<file path="config.mk">
export PLATFORM = sky130hd
export DESIGN_NAME = subject_handle_table_top
export DESIGN_NICKNAME = d
export VERILOG_FILES = /design/src/rtl/sht_pkg.sv /design/src/rtl/subject_handle_table_top.sv
export VERILOG_INCLUDE_DIRS = /design/src /design/src/rtl
export SDC_FILE = /design/constraint.sdc
export NUM_CORES = 2
export LEC_CHECK = 0
export ABC_AREA = 1
export BUFFER_PORTS_ARGS = -buffer_cell sky130_fd_sc_hd__buf_2
export CAP_MARGIN = 20
export CORE_AREA = 2 2 469 331
export CTS_CLUSTER_DIAMETER = 60
export DETAILED_ROUTE_END_ITERATION = 8
export DIE_AREA = 0 0 471 333
export PLACE_DENSITY_LB_ADDON = 0.05
export SLEW_MARGIN = 20
export SYNTH_ARGS = -nofsm -noshare
export SYNTH_HDL_FRONTEND = slang
export SYNTH_SLANG_ARGS = --single-unit
</file>
<file path="constraint.sdc">
create_clock -name clk -period 9.5 [get_ports clk]
set_input_delay 0.95 -clock clk [delete_from_list [all_inputs] [get_ports clk]]
set_output_delay 0.95 -clock clk [all_outputs]
set_load 0.05 [all_outputs]
</file>
<file path="src/rtl/subject_handle_table_top_defines.svh">
// Assertion macros for the subject handle table.
// Included by subject_handle_table_top.sv; depends on nothing else.
`ifndef SUBJECT_HANDLE_TABLE_TOP_DEFINES_SVH
`define SUBJECT_HANDLE_TABLE_TOP_DEFINES_SVH

// Same-cycle implication, disabled while reset is low
`define SHT_ASSERT_NOW(label, clk, rst_n, ante, cons, msg) \
  label: assert property (@(posedge clk) disable iff (!rst_n) (ante) |-> (cons)) \
    else $error(msg);

// Next-cycle implication, disabled while reset is low
`define SHT_ASSERT_NEXT(label, clk, rst_n, ante, cons, msg) \
  label: assert property (@(posedge clk) disable iff (!rst_n) (ante) |=> (cons)) \
    else $error(msg);

`endif

</file>
<file path="src/rtl/sht_pkg.sv">
// Package for the subject handle table: codes, entry layout, sequencer states.
// Used by subject_handle_table_top.sv; depends on nothing.
package sht_pkg;

  // Default table depth
  localparam int TABLE_ENTRIES_DEF = 16;

  // Request codes
  localparam logic [1:0] REQ_CREATE = 2'd0;
  localparam logic [1:0] REQ_DELETE = 2'd1;
  localparam logic [1:0] REQ_QUERY  = 2'd2;

  // Subject kinds
  localparam logic [1:0] KIND_USER  = 2'd0;
  localparam logic [1:0] KIND_GROUP = 2'd1;

  // Status codes
  localparam logic [2:0] STAT_OK          = 3'd0;
  localparam logic [2:0] STAT_USER_EXISTS = 3'd1;
  localparam logic [2:0] STAT_FULL        = 3'd2;
  localparam logic [2:0] STAT_COLLISION   = 3'd3;
  localparam logic [2:0] STAT_BAD_HANDLE  = 3'd4;

  localparam logic [15:0] USAGE_MAX = 16'hFFFF;
  localparam logic [31:0] HANDLE_ONE = 32'd1;

  // One table entry as held in the memory
  typedef struct packed {
    logic [1:0]  kind;
    logic [31:0] ident;
    logic [31:0] handle;
    logic [15:0] usage;
  } entry_t;

  // Sequencer states
  typedef enum logic [1:0] {
    ST_IDLE,
    ST_SCAN,
    ST_DRAIN,
    ST_RESOLVE
  } state_t;

endpackage

</file>
<file path="src/rtl/subject_handle_table_top.sv">
// Subject handle table: sequencer, entry memory, scan compare unit, result register.
// Depends on sht_pkg.sv and subject_handle_table_top_defines.svh.
//
//  channel  | handshake             | ports
//  ---------+-----------------------+--------------------------------------------
//  request  | start && !busy        | in_req_type, in_subject_kind, in_subject_ident,
//           |                       | in_handle_in
//  result   | out_valid, one cycle  | out_status, out_handle_out, out_kind_out,
//           |                       | out_ident_out, out_usage_out, out_info_valid
//
// After the accepting edge, SCAN makes one memory read per entry through the
// single read port, DRAIN compares the last entry, and RESOLVE resolves and writes
// back; the result strobe is registered from RESOLVE. busy is high from the cycle
// after accept until the strobe, which comes in the first idle cycle; a new word
// may be accepted at the edge ending it, so words do not overlap.
// Synchronous reset clears the valid bits and the live count and sets the handle
// counter to one; no clearing pass. The result side cannot stall.
`include "subject_handle_table_top_defines.svh"

module subject_handle_table_top #(
  parameter int TABLE_ENTRIES = sht_pkg::TABLE_ENTRIES_DEF
) (
  input  logic        clk,
  input  logic        rst_n,
  input  logic        start,
  output logic        busy,
  input  logic [1:0]  in_req_type,
  input  logic [1:0]  in_subject_kind,
  input  logic [31:0] in_subject_ident,
  input  logic [31:0] in_handle_in,
  output logic        out_valid,
  output logic [2:0]  out_status,
  output logic [31:0] out_handle_out,
  output logic [1:0]  out_kind_out,
  output logic [31:0] out_ident_out,
  output logic [15:0] out_usage_out,
  output logic        out_info_valid
);

  localparam int IDX_W = $clog2(TABLE_ENTRIES);
  localparam int LC_W  = $clog2(TABLE_ENTRIES + 1);
  localparam logic [IDX_W-1:0] IDX_LAST = IDX_W'(TABLE_ENTRIES - 1);
  localparam logic [LC_W-1:0]  LC_ONE   = LC_W'(1);

  // Sequencer
  sht_pkg::state_t state_r, state_nxt;
  logic [IDX_W-1:0] cnt_r, cnt_nxt;

  // Latched request
  logic [1:0]  req_r, req_nxt;
  logic [1:0]  kind_r, kind_nxt;
  logic [31:0] ident_r, ident_nxt;
  logic [31:0] cmp_handle_r, cmp_handle_nxt;
  logic        root_r, root_nxt;

  // Table state
  logic [TABLE_ENTRIES-1:0] valid_r, valid_nxt;
  logic [31:0]              next_handle_r, next_handle_nxt;
  logic [LC_W-1:0]          live_count_r, live_count_nxt;
  sht_pkg::entry_t          mem [TABLE_ENTRIES];

  // Memory write port
  logic             mem_we;
  logic [IDX_W-1:0] mem_waddr;
  sht_pkg::entry_t  mem_wdata;

  // Read stage
  sht_pkg::entry_t rd_entry_r;
  logic            rd_valid_r;
  logic            pipe_vld_r;

  // Scan results
  logic             sel_hit_r, sel_hit_nxt;
  logic [IDX_W-1:0] sel_idx_r, sel_idx_nxt;
  sht_pkg::entry_t  sel_entry_r, sel_entry_nxt;
  logic             hd_hit_r, hd_hit_nxt;
  logic             free_hit_r, free_hit_nxt;
  logic [IDX_W-1:0] free_idx_r, free_idx_nxt;
  logic [IDX_W-1:0] pipe_idx_r;

  // Result register
  logic        out_valid_r, out_valid_nxt;
  logic [2:0]  out_status_r, out_status_nxt;
  sht_pkg::entry_t out_entry_r, out_entry_nxt;
  logic        out_info_r, out_info_nxt;

  // Compare unit
  logic hand_eq;
  logic id_eq;
  logic prim_match;
  logic [15:0] usage_inc;
  logic accept;

  assign accept = start && (state_r == sht_pkg::ST_IDLE);
  assign busy   = (state_r != sht_pkg::ST_IDLE);

  assign hand_eq    = (rd_entry_r.handle == cmp_handle_r);
  assign id_eq      = (rd_entry_r.kind == kind_r) && (rd_entry_r.ident == ident_r);
  assign prim_match = rd_valid_r && ((req_r == sht_pkg::REQ_CREATE) ? id_eq : hand_eq);
  assign usage_inc  = (sel_entry_r.usage == sht_pkg::USAGE_MAX) ?
                      sel_entry_r.usage : sel_entry_r.usage + 16'd1;

  // Next state
  always_comb begin
    state_nxt = state_r;
    unique case (state_r)
      sht_pkg::ST_IDLE: begin
        if (start) state_nxt = sht_pkg::ST_SCAN;
      end
      sht_pkg::ST_SCAN: begin
        if (cnt_r == IDX_LAST) state_nxt = sht_pkg::ST_DRAIN;
      end
      sht_pkg::ST_DRAIN:   state_nxt = sht_pkg::ST_RESOLVE;
      sht_pkg::ST_RESOLVE: state_nxt = sht_pkg::ST_IDLE;
      default:             state_nxt = sht_pkg::ST_IDLE;
    endcase
  end

  // Datapath and outputs
  always_comb begin
    cnt_nxt         = cnt_r;
    req_nxt         = req_r;
    kind_nxt        = kind_r;
    ident_nxt       = ident_r;
    cmp_handle_nxt  = cmp_handle_r;
    root_nxt        = root_r;
    valid_nxt       = valid_r;
    next_handle_nxt = next_handle_r;
    live_count_nxt  = live_count_r;
    sel_hit_nxt     = sel_hit_r;
    sel_idx_nxt     = sel_idx_r;
    sel_entry_nxt   = sel_entry_r;
    hd_hit_nxt      = hd_hit_r;
    free_hit_nxt    = free_hit_r;
    free_idx_nxt    = free_idx_r;
    mem_we          = 1'b0;
    mem_waddr       = sel_idx_r;
    mem_wdata       = sel_entry_r;
    out_valid_nxt   = 1'b0;
    out_status_nxt  = sht_pkg::STAT_BAD_HANDLE;
    out_entry_nxt   = '0;
    out_info_nxt    = 1'b0;

    // Latch the word and pick the handle to look for
    if (accept) begin
      cnt_nxt      = '0;
      req_nxt      = in_req_type;
      kind_nxt     = in_subject_kind;
      ident_nxt    = in_subject_ident;
      root_nxt     = (in_subject_kind == sht_pkg::KIND_USER) && (in_subject_ident == 32'd0);
      sel_hit_nxt  = 1'b0;
      hd_hit_nxt   = 1'b0;
      free_hit_nxt = 1'b0;
      if (in_req_type == sht_pkg::REQ_CREATE) begin
        cmp_handle_nxt = root_nxt ? 32'd0 : next_handle_r;
      end else begin
        cmp_handle_nxt = in_handle_in;
      end
    end

    // Read address counter
    if (state_r == sht_pkg::ST_SCAN && cnt_r != IDX_LAST) begin
      cnt_nxt = cnt_r + IDX_W'(1);
    end

    // Compare stage: first primary match, any handle match, lowest free slot
    if (pipe_vld_r) begin
      if (prim_match && !sel_hit_r) begin
        sel_hit_nxt   = 1'b1;
        sel_idx_nxt   = pipe_idx_r;
        sel_entry_nxt = rd_entry_r;
      end
      if (rd_valid_r && hand_eq) hd_hit_nxt = 1'b1;
      if (!rd_valid_r && !free_hit_r) begin
        free_hit_nxt = 1'b1;
        free_idx_nxt = pipe_idx_r;
      end
    end

    // Resolve and write back
    if (state_r == sht_pkg::ST_RESOLVE) begin
      out_valid_nxt = 1'b1;
      unique case (req_r)
        sht_pkg::REQ_CREATE: begin
          if (sel_hit_r) begin
            if (kind_r == sht_pkg::KIND_USER) begin
              out_status_nxt = sht_pkg::STAT_USER_EXISTS;
            end else if (kind_r == sht_pkg::KIND_GROUP) begin
              mem_we              = 1'b1;
              mem_waddr           = sel_idx_r;
              mem_wdata           = sel_entry_r;
              mem_wdata.usage     = usage_inc;
              out_status_nxt      = sht_pkg::STAT_OK;
              out_entry_nxt       = mem_wdata;
              out_info_nxt        = 1'b1;
            end else begin
              out_status_nxt = sht_pkg::STAT_OK;
            end
          end else if (!free_hit_r) begin
            out_status_nxt = sht_pkg::STAT_FULL;
          end else begin
            if (!root_r) next_handle_nxt = next_handle_r + sht_pkg::HANDLE_ONE;
            if (hd_hit_r) begin
              out_status_nxt = sht_pkg::STAT_COLLISION;
            end else begin
              mem_we                = 1'b1;
              mem_waddr             = free_idx_r;
              mem_wdata.kind        = kind_r;
              mem_wdata.ident       = ident_r;
              mem_wdata.handle      = cmp_handle_r;
              mem_wdata.usage       = 16'd1;
              valid_nxt[free_idx_r] = 1'b1;
              live_count_nxt        = live_count_r + LC_ONE;
              out_status_nxt        = sht_pkg::STAT_OK;
              out_entry_nxt         = mem_wdata;
              out_info_nxt          = 1'b1;
            end
          end
        end
        sht_pkg::REQ_DELETE: begin
          if (sel_hit_r) begin
            valid_nxt[sel_idx_r] = 1'b0;
            if (live_count_r != '0) live_count_nxt = live_count_r - LC_ONE;
            out_status_nxt = sht_pkg::STAT_OK;
          end
        end
        sht_pkg::REQ_QUERY: begin
          if (sel_hit_r) begin
            out_status_nxt = sht_pkg::STAT_OK;
            out_entry_nxt  = sel_entry_r;
            out_info_nxt   = 1'b1;
          end
        end
        default: out_status_nxt = sht_pkg::STAT_BAD_HANDLE;
      endcase
    end
  end

  // Control registers
  always_ff @(posedge clk) begin
    if (!rst_n) begin
      state_r       <= sht_pkg::ST_IDLE;
      cnt_r         <= '0;
      valid_r       <= '0;
      next_handle_r <= sht_pkg::HANDLE_ONE;
      live_count_r  <= '0;
      pipe_vld_r    <= 1'b0;
      out_valid_r   <= 1'b0;
    end else begin
      state_r       <= state_nxt;
      cnt_r         <= cnt_nxt;
      valid_r       <= valid_nxt;
      next_handle_r <= next_handle_nxt;
      live_count_r  <= live_count_nxt;
      pipe_vld_r    <= (state_r == sht_pkg::ST_SCAN);
      out_valid_r   <= out_valid_nxt;
    end
  end

  // Payload registers
  always_ff @(posedge clk) begin
    req_r        <= req_nxt;
    kind_r       <= kind_nxt;
    ident_r      <= ident_nxt;
    cmp_handle_r <= cmp_handle_nxt;
    root_r       <= root_nxt;
    sel_hit_r    <= sel_hit_nxt;
    sel_idx_r    <= sel_idx_nxt;
    sel_entry_r  <= sel_entry_nxt;
    hd_hit_r     <= hd_hit_nxt;
    free_hit_r   <= free_hit_nxt;
    free_idx_r   <= free_idx_nxt;
    pipe_idx_r   <= cnt_r;
    rd_valid_r   <= valid_r[cnt_r];
    out_status_r <= out_status_nxt;
    out_entry_r  <= out_entry_nxt;
    out_info_r   <= out_info_nxt;
  end

  // Entry memory: one write port, one registered read port
  always_ff @(posedge clk) begin
    if (mem_we) mem[mem_waddr] <= mem_wdata;
    rd_entry_r <= mem[cnt_r];
  end

  assign out_valid      = out_valid_r;
  assign out_status     = out_status_r;
  assign out_handle_out = out_entry_r.handle;
  assign out_kind_out   = out_entry_r.kind;
  assign out_ident_out  = out_entry_r.ident;
  assign out_usage_out  = out_entry_r.usage;
  assign out_info_valid = out_info_r;

  // Checks
  `SHT_ASSERT_NOW(a_strobe_idle, clk, rst_n, out_valid_r, !busy, "result while busy")
  `SHT_ASSERT_NOW(a_live_count, clk, rst_n, 1'b1, live_count_r == LC_W'($countones(valid_r)), "live count mismatch")
  `SHT_ASSERT_NEXT(a_accept_busy, clk, rst_n, accept, busy, "accepted word did not raise busy")
  `SHT_ASSERT_NOW(a_info_ok, clk, rst_n, out_valid_r && out_info_r, out_status_r == sht_pkg::STAT_OK, "info with error status")

endmodule
</file>
# == Word level (Yosys, flattened, before mapping) ==
# Memories as Yosys holds them, arrays and structs flattened. A register that Yosys moved wholly into a read port is not among the register bits.
# Cells that the tools add are included.
# totals
out_inout_bits,88
memories,1
elab_cells,154
in_bits,71
mem_bits_ro,0
reg_bits,309
latch_bits,0
ramBits,1312
# mem_list
memory,words,width,read_ports,rd_clocked_by_memory_dff,wr,line,rtl
mem,16,82,1,1,1,subject_handle_table_top.sv:60,sht_pkg::entry_t mem [TABLE_ENTRIES];
# op_classes
n_div,0
order_cmp,5
bitwise_logic,5
multipliers,0
n_addsub,3
muxes,66
n_eq_ne,18
n_reduce_logical,28
shift,0
# ops
operator,n
$mux 82,11
$pmux 82 s2,1
$mux 16,7
$eq 32x32->1,2
$mux 32,2
$add 32x1->32 const B,1
$logic_not 32->1,1
$pmux 16 s2,1
$mux 4,7
$mux 1,25
$add 16x1->16 const B,1
$and 16x16->16,1
$eq 16x16->1 const B,1
$not 16->16,1
$or 16x16->16,1
$lt 4x5->1 const B,3
$ne 2x2->1 const B,6
$logic_and 1x1->1,10
$logic_not 2->1,5
$demux 1 s4,2
$ge 4x1->1 const B,2
$mux 2,4
$pmux 2 s4,1
$eq 2x1->1 const B,3
other kinds (16),26

# == Depth between registers and ports, before layout ==
# logic_depth
depth_word,9
mapped_depth,13
depth_no_buf,12

# == Least setup slack after synthesis ==
# Ideal clock, no wire load.
# synth_path
path_kind,register to register
startpoint,reg req_r[0]
endpoint,mem mem[10][0] (netlist name) (enable)
setup_ps,523
t_arrival_ps,5035
path_stages_with_launch,14
required_time_ps,8977
path_buffers,1
slack_ps,3942
cell_sequence,edfxtp_1 -> inv_1 -> ha_1 -> nand2_2 -> inv_2 -> nand2_2 -> nor2_8 -> inv_2 -> buf_6 -> nand2_1 -> o21ai_1 -> inv_1 -> nand2_1 -> nor2_1
# synth_via
elab_chain_cells,5
# synth_lines
item,line,rtl
from (decl),subject_handle_table_top.sv:50,"logic [1:0] req_r, req_nxt;"
from (signal assigned),subject_handle_table_top.sv:262,req_r <= req_nxt;
$logic_not 2->1 (*),subject_handle_table_top.sv:183,unique case (req_r)
$mux 1,subject_handle_table_top.sv:183,
$mux 1,subject_handle_table_top.sv:181,if (state_r == sht_pkg::ST_RESOLVE) begin
$mux 1,subject_handle_table_top.sv:282,if (mem_we) mem[mem_waddr] <= mem_wdata;
$mux 1 (not written as such),subject_handle_table_top.sv:282,
to (decl),subject_handle_table_top.sv:60,
# Mark *: on every way between the ends. The rest lies on a longest branch, timed or not.

# == Final worst setup path ==
# layout_path
startpoint,reg req_r[0]
endpoint,mem mem[14][69] (netlist name) (enable)
# Same word-level chain as after synthesis.

==> impl_metrics.toml <==
[route]
detailed_route_wire_length_per_cell_um = 24.94
drt_drc_violations_left = 0
drtPass1Iterations = 6
drt_iter0_drc = 4227
via_per_inst = 5.516
num_vias = 41370
totalWireLength_um = 187100
drtAntennaViolNets = 0

[run_status]
run_status = "complete, no violations"

[cts]
cts_inserted_buffers = 166
cts.reportedPaths.clkPinSlew_ps = 60
cts_sinks = 1703
clock_tree.root_cell = "clkbuf_16"
htree_num_levels = 4
cts_tree = "done"
cts.repair.resized = 0
post-cts-setup-buffers = 0
cts_hold_buf = 0
clock_insertion_delay_worst_skew_ps = 810
clock_tree.buffer_depth = 3

[job]
max_cap_violations = 0

[setup_path]
startpoint = "req_r[0]$_DFFE_PP_"
worstSetupEndpointType = "flip-flop"
critical_path.startpoint_type = "flip-flop"
rr_startpoint = "req_r[0]$_DFFE_PP_"
reg2regPathDepth = 10
worstSetupPathType = "flip-flop to flip-flop"
cp.arrival_ps = 5230
regToRegSetupSlack_ps = 4690
crit_fanout = 34
r2r-end = "mem[14][69]$_DFFE_PP_"
end_of_the_critical_path = "mem[14][69]$_DFFE_PP_"
worst-endpoint-required_ps = 9920

[die]
core_mm2 = 0.1522
floorplan.io_pins = 159
die-height_um = 333
initial_utilization_pct = 44.75
placementRows = 120
die_w_um = 471
die-area_mm2 = 0.1568

[global_route]
global_route.usage.total_pct = 23.60
antenna_found_initial = 6
grt_max_degree = 167
via_count_of_the_first_global_routing_pass = 39220
grt_remaining_overflow = 0
first_pass_grt_wire_length_um = 273300

[synth]
flops_latches_synth = 1703
synth-seq-area-share_pct = 71.65
syn-mean-instance-area_um2 = 13.03
yosys_most_used_dff = "edfxtp_1"
number_of_enable_type_register_cells_in_the_synthesized_netlist = 1471
ys_top_cells_by_count = "edfxtp_1 (1471), nand2_1 (588), o21ai_0 (559)"
synth_fp_nets = 5311
post_synth_inst_count = 5228
synth.cell_area_mm2 = 0.06813
netlist_top_cells_area = "edfxtp_1 (65%), dfxtp_1 (6.8%), mux2i_1 (4.8%)"
netlist.area_leader.share_pct = 64.83
async_flop_share_pct = 0
synth.yosys.warnings = 0
post_synth_num_cell_types = 49
post-synth-top-area-cell = "edfxtp_1"
yosysMostFrequentCell = "edfxtp_1"

[timing]
portion_of_the_clock_cycle_consumed_by_the_worst_path_in_the_final_layout_pct = 50.67
rsz_0062_raised_after_global_routing = "no"
hold_viol = 0
fmax_mhz = 207.7
worst_slew_margin_rel_pct = 25.05
layout_min_cycle_time_ps = 4814
sum_of_negative_setup_slack_ps = 0
worst_pin_slew_ps = 1124
setup-violations-final = 0
timing.clock.skew_ps = 26.28
hold_ws_ps = 343.1
maxSlewViolCount = 0

[placement]
place.detailed.hpwl_um = 106800
gpl.final_weighted_congestion = 0.8244
placed_area_mm2 = 0.07091
portBuffers = 158
placedCellCount = 7185

[power_and_ir_drop]
share_seq_of_total_power_pct = 48.1
power_density_mw_per_mm2 = 235.4
power.share.switching_pct = 27.36
power.combinational.fraction_pct = 15.5
switchingPower_uw = 4913
static-leakage-power_uw = 0.02573
internal-power_uw = 13040
clock_power_share_pct = 36.4
peakVddDrop_mv = 0.2134

[finish]
drive_above_1_share_pct = 10.43
nets = 5424
post_layout_nonfiller_instances = 7500
fin_area_mm2 = 0.07628
core_occupancy_in_the_finished_layout_pct = 50.10
area.growth.synth_to_final_pct = 11.96
nFillCells = 13230

[worst_hold_path]
min_path_type = "primary input to flip-flop"
==> through the flow <==
step / worst slack [ps] / total power, µW
detailed placement: 4643 / 11590
global placement: 4625 / 11580
finish: 4686 / 17960
floorplan: 3942 / 10830
global route: 4472 / 18720
CTS: 4615 / 18120
==> flip-flops by register name, summed over array words and instances, names as in the netlist, 16 cells and up <==
register        count
mem              1312
ident_r            32
next_handle_r      32
out_handle_out     32
rd_entry_r         82
sel_entry_r        82
out_ident_out      32
valid_r            16
out_usage_out      16
cmp_handle_r       32
==> cell type report <==
| cell class | count | area (µm²) | area share, % |
|---|---|---|---|
| antenna | 2 | 5.005 | 0.006561 |
| multi-input combinational | 2762 | 16270 | 21.32 |
| sequential | 1703 | 48830 | 64.02 |
| inverter | 457 | 1745 | 2.288 |
| clock inverter | 76 | 619.3 | 0.8119 |
| timing repair buffer | 251 | 1572 | 2.060 |
| tap | 2013 | 2519 | 3.302 |
| clock buffer | 236 | 4723 | 6.192 |
==> layer usage <==
layer  up-vias  global-route usage (%)  share of wire [%]
met5         -                       0             0.0064
met3       255                   3.482                5.3
met4         2                   6.020                2.1
met2      1095                   34.05                 43
li1      19260                       -                  -
met1     20770                   37.11                 50
==> placed cells by master (no fill, tap or decap), types with 6 or more instances in the layout <==
cell       Yosys  routed
edfxtp_1    1471    1471
nand2_1      588     588
o21ai_0      559     550
inv_1        447     442
a21oi_1      417     417
o211ai_1     334     334
mux2i_1      330     330
dfxtp_1      232     228
clkbuf_16      0     171
buf_2         54     158
nor2_1       166     149
nand3_1      134     134
buf_4         38      87
a22oi_1       55      55
xnor2_1       48      48
clkbuf_1     157      45
clkinv_2       0      30
clkinv_1       0      26
nor3_1        22      21
clkbuf_8       0      20
nor2_4         3      19
xor2_1        13      13
ha_1          12      12
nand4_1       11      11
o21ai_1        3      10
a22oi_2        9       9
bufinv_16      0       8
inv_2         10       7
nor4_1         7       7
inv_6          0       7
nand3b_1       6       6
o22ai_2        0       6
or2_2          6       6
==> logic make-up (layout without fill, tap and decap cells) <==
family	count (synthesis)	after routing	share of synthesized area (%)
DFF	1703	1703	71.65
AOI/OAI and AO/OA	1399	1399	11.89
and+or+nand+nor	960	960	5.871
buffers and inverters	763	1020	4.738
muxes	330	330	4.848
xor gates and xnor gates	61	61	0.7841
adders and majority gates	12	12	0.2204
other	0	2	0
==> how the worst min path moves through the flow <==
stage,end,slack [ps],from,cells past startpoint
4_1_cts,ident_r[2]$_DFFE_PP_,270,in_subject_ident[2],1
6_report,ident_r[16]$_DFFE_PP_,340,in_subject_ident[16],1
3_5_place_dp,sel_entry_r[7]$_DFFE_PP_,390,rd_entry_r[7]$_DFF_P_,0
3_3_place_gp,sel_entry_r[13]$_DFFE_PP_,390,rd_entry_r[13]$_DFF_P_,0
2_1_floorplan,pipe_idx_r[2]$_DFF_P_,360,cnt_r[2]$_SDFFE_PN0P_,0
5_1_grt,ident_r[2]$_DFFE_PP_,290,in_subject_ident[2],1
==> worst max-delay path, cell delays in order (launching register included) <==
cell	delay, ps
edfxtp_1	420
inv_1	110
ha_1	280
nand2_1	220
nor2_4	290
inv_2	140
a21oi_4	520
nand3_2	310
nor2_4	800
buf_4	620
buf_4	660
==> power groups by stage <==
stage	combinational [µW]	clock [µW]	sequential (µW)
final	2790	6540	8630
after global routing	3090	6970	8660
after CTS	2810	6690	8630
after detailed placement	2800	0	8780
after global placement	2800	0	8780
after floorplan	2150	0	8670
Power figures use the tool's default switching activity.
